==> src/hdl/gsp_pkg.sv <==
// Package: shared types and constants for the Gauss-Seidel Poisson solver.
package gsp_pkg;

    localparam int GRID_STRIDE = 64;
    localparam int ADDR_BITS   = 12;

    localparam logic [1:0] KIND_WRITE = 2'd0;
    localparam logic [1:0] KIND_RUN   = 2'd1;
    localparam logic [1:0] KIND_READ  = 2'd2;
    localparam logic [1:0] KIND_NOP   = 2'd3;

    localparam logic [1:0] REG_GRID_N      = 2'd0;
    localparam logic [1:0] REG_TOLERANCE   = 2'd1;
    localparam logic [1:0] REG_SOURCE_TERM = 2'd2;
    localparam logic [1:0] REG_MAX_SWEEPS  = 2'd3;

    typedef enum logic [3:0] {
        ST_IDLE,
        ST_WRITE,
        ST_READ,
        ST_READ_WAIT,
        ST_SWEEP_START,
        ST_FETCH_UP,
        ST_FETCH_DOWN,
        ST_FETCH_LEFT,
        ST_FETCH_RIGHT,
        ST_FETCH_OLD,
        ST_UPDATE,
        ST_SWEEP_END,
        ST_RESULT
    } state_t;

    typedef enum logic [2:0] {
        SEL_UP,
        SEL_DOWN,
        SEL_LEFT,
        SEL_RIGHT,
        SEL_CENTRE,
        SEL_HOST
    } addr_sel_t;

    typedef struct packed {
        addr_sel_t  addr_sel;
        logic       mem_we_host;
        logic       mem_we_cell;
        logic [2:0] load_slot;
        logic       load_en;
        logic       read_capture;
        logic       read_clear;
        logic       sweep_init;
        logic       cell_first;
        logic       cell_next;
        logic       sweep_finish;
        logic       run_init;
    } dp_cmd_t;

    typedef struct packed {
        logic last_cell;
        logic empty_grid;
        logic stop_run;
    } dp_status_t;

endpackage

==> src/hdl/gsp_ctrl.sv <==
// Controller: sequences memory accesses for write, read and run items.
module gsp_ctrl
(
    input  logic                clk,
    input  logic                rst_n,
    input  logic                start,
    input  logic [1:0]          kind,
    input  gsp_pkg::dp_status_t status,
    output gsp_pkg::dp_cmd_t    cmd,
    output logic                busy,
    output logic                done
);

    gsp_pkg::state_t state_reg, state_next;

    always_ff @(posedge clk or negedge rst_n)
    begin
        if (!rst_n)
        begin
            state_reg <= gsp_pkg::ST_IDLE;
        end
        else
        begin
            state_reg <= state_next;
        end
    end

    always_comb
    begin
        state_next   = state_reg;
        cmd          = '0;
        cmd.addr_sel = gsp_pkg::SEL_HOST;
        busy         = 1'b1;
        done         = 1'b0;
        unique case (state_reg)
            gsp_pkg::ST_IDLE:
            begin
                busy = 1'b0;
                if (start)
                begin
                    case (kind)
                        gsp_pkg::KIND_WRITE: state_next = gsp_pkg::ST_WRITE;
                        gsp_pkg::KIND_RUN:
                        begin
                            cmd.run_init = 1'b1;
                            state_next   = gsp_pkg::ST_SWEEP_START;
                        end
                        gsp_pkg::KIND_READ: state_next = gsp_pkg::ST_READ;
                        default:
                        begin
                            cmd.read_clear = 1'b1;
                            state_next     = gsp_pkg::ST_RESULT;
                        end
                    endcase
                end
            end
            gsp_pkg::ST_WRITE:
            begin
                cmd.mem_we_host = 1'b1;
                cmd.read_clear  = 1'b1;
                state_next      = gsp_pkg::ST_RESULT;
            end
            gsp_pkg::ST_READ:
            begin
                state_next = gsp_pkg::ST_READ_WAIT;
            end
            gsp_pkg::ST_READ_WAIT:
            begin
                cmd.read_capture = 1'b1;
                state_next       = gsp_pkg::ST_RESULT;
            end
            gsp_pkg::ST_SWEEP_START:
            begin
                cmd.sweep_init = 1'b1;
                state_next = status.empty_grid ? gsp_pkg::ST_SWEEP_END
                                               : gsp_pkg::ST_FETCH_UP;
            end
            gsp_pkg::ST_FETCH_UP:
            begin
                cmd.addr_sel = gsp_pkg::SEL_UP;
                state_next   = gsp_pkg::ST_FETCH_DOWN;
            end
            gsp_pkg::ST_FETCH_DOWN:
            begin
                cmd.addr_sel  = gsp_pkg::SEL_DOWN;
                cmd.load_en   = 1'b1;
                cmd.load_slot = 3'd0;
                state_next    = gsp_pkg::ST_FETCH_LEFT;
            end
            gsp_pkg::ST_FETCH_LEFT:
            begin
                cmd.addr_sel  = gsp_pkg::SEL_LEFT;
                cmd.load_en   = 1'b1;
                cmd.load_slot = 3'd1;
                state_next    = gsp_pkg::ST_FETCH_RIGHT;
            end
            gsp_pkg::ST_FETCH_RIGHT:
            begin
                cmd.addr_sel  = gsp_pkg::SEL_RIGHT;
                cmd.load_en   = 1'b1;
                cmd.load_slot = 3'd2;
                state_next    = gsp_pkg::ST_FETCH_OLD;
            end
            gsp_pkg::ST_FETCH_OLD:
            begin
                cmd.addr_sel  = gsp_pkg::SEL_CENTRE;
                cmd.load_en   = 1'b1;
                cmd.load_slot = 3'd3;
                state_next    = gsp_pkg::ST_UPDATE;
            end
            gsp_pkg::ST_UPDATE:
            begin
                // old word is on the read register now; write the new cell and move on
                cmd.addr_sel    = gsp_pkg::SEL_CENTRE;
                cmd.mem_we_cell = 1'b1;
                cmd.cell_next   = 1'b1;
                state_next = status.last_cell ? gsp_pkg::ST_SWEEP_END
                                              : gsp_pkg::ST_FETCH_UP;
            end
            gsp_pkg::ST_SWEEP_END:
            begin
                cmd.sweep_finish = 1'b1;
                state_next = status.stop_run ? gsp_pkg::ST_RESULT
                                             : gsp_pkg::ST_SWEEP_START;
                cmd.read_clear = status.stop_run;
            end
            gsp_pkg::ST_RESULT:
            begin
                done       = 1'b1;
                state_next = gsp_pkg::ST_IDLE;
            end
            default:
            begin
                state_next = gsp_pkg::ST_IDLE;
            end
        endcase
    end

endmodule

==> config.mk <==
export PLATFORM = sky130hd
export DESIGN_NAME = gsp_ctrl
export DESIGN_NICKNAME = d
export VERILOG_FILES = /design/src/hdl/gsp_pkg.sv /design/src/hdl/gsp_ctrl.sv
export SDC_FILE = /design/constraint.sdc
export NUM_CORES = 1
export LEC_CHECK = 0
export ABC_AREA = 1
export BUFFER_PORTS_ARGS = -buffer_cell sky130_fd_sc_hd__buf_4
export CAP_MARGIN = 20
export CORE_AREA = 4 4 41 43
export DETAILED_ROUTE_END_ITERATION = 8
export DIE_AREA = 0 0 45 47
export PLACE_DENSITY = 0.68
export SETUP_SLACK_MARGIN = 0.02
export SLEW_MARGIN = 20
export SYNTH_ARGS = -nofsm -noshare
export SYNTH_HDL_FRONTEND = slang
export SYNTH_SLANG_ARGS = --single-unit
==> constraint.sdc <==
create_clock -name clk -period 1.23 [get_ports clk]
set_input_delay 0.1845 -clock clk [delete_from_list [all_inputs] [get_ports clk]]
set_output_delay 0.1845 -clock clk [all_outputs]
set_load 0.03 [all_outputs]
==> out/metrics.csv, run 1 <==
metric,value,unit
synth_cell_types,15,
postPlaceCellArea,903.4,sq um
ys_seq_area_share,20.30,%
yosys_warnings,0,
clkSinkCount,4,
crit_endpoint,cmd[5],
syn_area,493.0,sq um
synth_area_per_cell,5.539,sq um
pin_count,26,
worstEpCategory,top-level output,
grt_max_degree,6,
die_w,45,um
die_y,47,um
syn_inst,89,
stop_stage,5_1_grt,
num_rows,13,
cts_max_level,1,
hpwlAfterDp,1.455,mm
initial_core_util,37.88,%
error_line,"[ERROR DPL-0038] Utilization greater than 100%, impossible to legalize",
ys_seq_elements,4,
outcome,aborted with a tool error,
cts_root_buffer,clkbuf_4,
numCtsBuffers,3,
clk_path_buf_depth,2,
portBuffers,23,
gp_congestion,0.8321,
[cells by family after synthesis]
logic type	count (synthesis)	share of synthesized area [%]
and+or+nand+nor	60	56.60
buffers and inverters	18	15.99
AOI/OAI and AO/OA	6	6.345
DFF	4	20.31
other	1	0.7607
[stage by stage]
stage	setup WS, ns	instances
after floorplan	-0.08104	90
after global placement	-0.1565	148
after detailed placement	-0.1683	148
after CTS	-0.3128	163
[cell usage after synthesis]
cell type  instances  share of area, %
inv_1             15                11
nand3b_1           2               3.0
nor3_1             1               1.0
a31oi_1            1               1.3
buf_4              3               4.6
a21oi_1            1               1.0
dfrtp_1            4                20
nor2_1            15                11
conb_1             1              0.76
nor2_4             2               4.6
nand3_1           14                14
nand2_2            1               1.3
nor2_2             4               5.1
nand2_1           21                16
o21ai_0            4               4.1
[timing repair]
item | CTS
hold buffers | 1
endpoints found under the setup margin | 20
hold endpoints to repair | 4
gates resized for setup | 60
setup buffers | 10
pin swaps | 15
==> run 2: changes to the inputs <==
--- a/config.mk
+++ b/config.mk
@@ -8,11 +8,10 @@
 export ABC_AREA = 1
 export BUFFER_PORTS_ARGS = -buffer_cell sky130_fd_sc_hd__buf_4
 export CAP_MARGIN = 20
-export CORE_AREA = 4 4 41 43
+export CORE_AREA = 4 4 65 67
 export DETAILED_ROUTE_END_ITERATION = 8
-export DIE_AREA = 0 0 45 47
-export PLACE_DENSITY = 0.68
-export SETUP_SLACK_MARGIN = 0.02
+export DIE_AREA = 0 0 69 71
+export PLACE_DENSITY_LB_ADDON = 0.15
 export SLEW_MARGIN = 20
 export SYNTH_ARGS = -nofsm -noshare
 export SYNTH_HDL_FRONTEND = slang
==> out/metrics.csv, run 2 <==
metric,value,unit,change
numCtsBuffers,3,,unchanged
synth.top_cell.area_share,20.30,%,unchanged
core_area,0.003633,sq mm,
cts_max_level,1,,unchanged
grt_usage,8.189,%,
die_w,69,um,+53%
min_path_type,in -> reg,,
clk_path_buf_depth,2,,unchanged
max_cap_violations,0,,
synth_most_common_cell,nand2_1,,
synthToLayoutAreaGrowth,158.6,%,
cts_tree,done,,
synth_cell_types,15,,unchanged
post_drt_via_cell_ratio,3.770,,
ant_nets,0,,
grt_overflow_total,0,,
drt_iter0_drc,14,,
clk_pin_slew,0.03,ns,
synthMuxAreaShare,0,%,unchanged
cp_top_family,flip-flops,,
end_kind,output pin,,
netlist_top_cells_count,"nand2_1, inv_1, nor2_1",,
yosys_warnings,0,,unchanged
post-route-min-period,1.502,ns,
critPathRequiredTime,1.05,ns,
syn_area,493.0,sq um,unchanged
dr.pass1.iters,4,,
synth_edf_count,0,,unchanged
hpwlAfterDp,1.681,mm,+16%
cts_root_buffer,clkbuf_8,,
max_stage_delay,0.47,ns,
synth-simple-area-share,56.60,%,unchanged
wire_per_inst,10.47,um,
timing.setup.tns,-3.748,ns,
grt_max_degree,7,,
slew_violations,0,,
ir_drop,1.029,mV,
async_flop_share,100.0,%,unchanged
startpoint_type,register,,
fin_nets,152,,
p_leak,0.6277,nW,
ys_seq_elements,4,,unchanged
setup_viol,19,,
failed_checks,setup timing,,
gp_congestion,0.7856,,-5.6%
synth_compound_area_share,6.345,%,unchanged
grt_pass1_wl,3.277,mm,
synth_xor_area_share,0,%,unchanged
finalWirelength,2.000,mm,
rsz0062_at_grt,yes,,
hold_viol_final,0,,
num_rows,22,,+9
synth_area_leaders,"dfrtp_1, nand2_1, nand3_1",,
final_layout_size_suffix_gt1_share,69.93,%,
reg2reg_slack,-0.13,ns,
power,3.782,mW,
p_per_area,2966,mW/mm^2,
criticalPathCategory,reg -> out,,
synth-adder-area-share,0,%,unchanged
grt_pass1_vias,729,,
worst-path-buf-inv,3,,
path_cells,buf_12 -> nand2_8 -> inv_4 -> nand2_2 -> o21ai_4 -> o21ai_2 -> buf_6,,
drc,0,,
die_area,0.004899,sq mm,
diodes,0,,
die_y,71,um,+51%
layout_common_cells,"buf_4, buf_6, nand2_1",,
initial_core_util,13.57,%,-24 points
syn_inst,89,,unchanged
antenna_found_initial,0,,
worst_slack,-0.2720,ns,
pin_count,26,,unchanged
outcome,"finished, violations left",,
finalClockSkew,0.004117,ns,
ys_seq_area_share,20.30,%,unchanged
postPlaceCellArea,965.9,sq um,+6.9%
arrival,1.32,ns,
routed-via-count,720,,
place_ws,-0.1614,ns,+0.006859 ns
crit_fanout,5,,
fin_area,0.001275,sq mm,
synth_top_cell_by_area,dfrtp_1,,
synth_flop_cell,dfrtp_1,,
final_common_cell,buf_4,,
clk_latency,0.22,ns,
largest_register_ffs,4,,
fin_crit_sh,122.1,%,
clkSinkCount,4,,unchanged
crit_slowest_cell,dfrtp_2,,
synth_area_per_cell,5.539,sq um,unchanged
portBuffers,23,,unchanged
fmax,665.8,MHz,
synth_top_family_by_area,simple AND/OR/NAND/NOR gates,,
## run 2: cell counts after synthesis
Identical to the previous run, type by type.
## run 2: through the flow
step,cells,utilization [%],hold slack (ns)
floorplan,90,-,-0.1111
global placement,181,26.58,-0.01481
detailed placement,181,26.58,-0.01340
CTS,188,32.09,0.2597
global route,191,35.09,0.2766
finish,191,35.09,0.2695
## run 2: power breakdown
group	switching [mW]	internal, mW	total [mW]
Clock	0.0679	0.221	0.289
Combinational	1.67	1.45	3.12
Sequential	0.159	0.213	0.373
## run 2: logic make-up after synthesis
logic type / count (synthesis)
compound gates: 6
buf+inv: 18
flops: 4
other cells: 1
simple gates: 60
## run 2: path summary, 6_finish.rpt
check | from | to | cells past startpoint
max | state_reg[3] | cmd[15] | 7
min | kind[0] | state_reg[0] | 4
max reg2reg | state_reg[2] | state_reg[3] | 9
min reg2reg | state_reg[1] | state_reg[0] | 2
max in group asynchronous | rst_n | state_reg[1] | 2
min in group asynchronous | rst_n | state_reg[2] | 2
## run 2: routing by layer
| layer | wire length [um] | GRT usage (%) | up-vias |
|---|---|---|---|
| met2 | 1036 | 14.83 | 17 |
| met1 | 876 | 9.773 | 321 |
| met4 | 0 | 1.952 | 0 |
| li1 | - | - | 382 |
| met3 | 87 | 1.847 | 0 |
| met5 | 0 | 0 | - |
## run 2: timing repair
| action | 4_1_cts | 5_1_grt |
|---|---|---|
| endpoints found under the hold margin | 4 | 0 |
| pin swaps | 4 | 7 |
| gates resized for setup | 42 | 15 |
| hold buffers | 1 | 0 |
| endpoints found under the setup margin | 20 | 20 |
| buffers inserted | 2 | 3 |
## run 2: worst min-delay path: cells and delay by family
family,cells,cell delay (ns)
AND/OR/NAND/NOR,2,0.10
AO/OA/AOI/OAI,1,0.06
buffers and inverters,1,0.10
## run 2: layout make-up
cell class              instances  area (sq um)
flip-flops and latches          4         105.1
multi-input cells              68         513.0
repair buffers                 52         490.5
clock buffers                   4         45.04
fillers                       408          2359
well taps                      48         60.06
inverters                      15         61.31
Note: power is estimated with default switching activity, not from simulation.
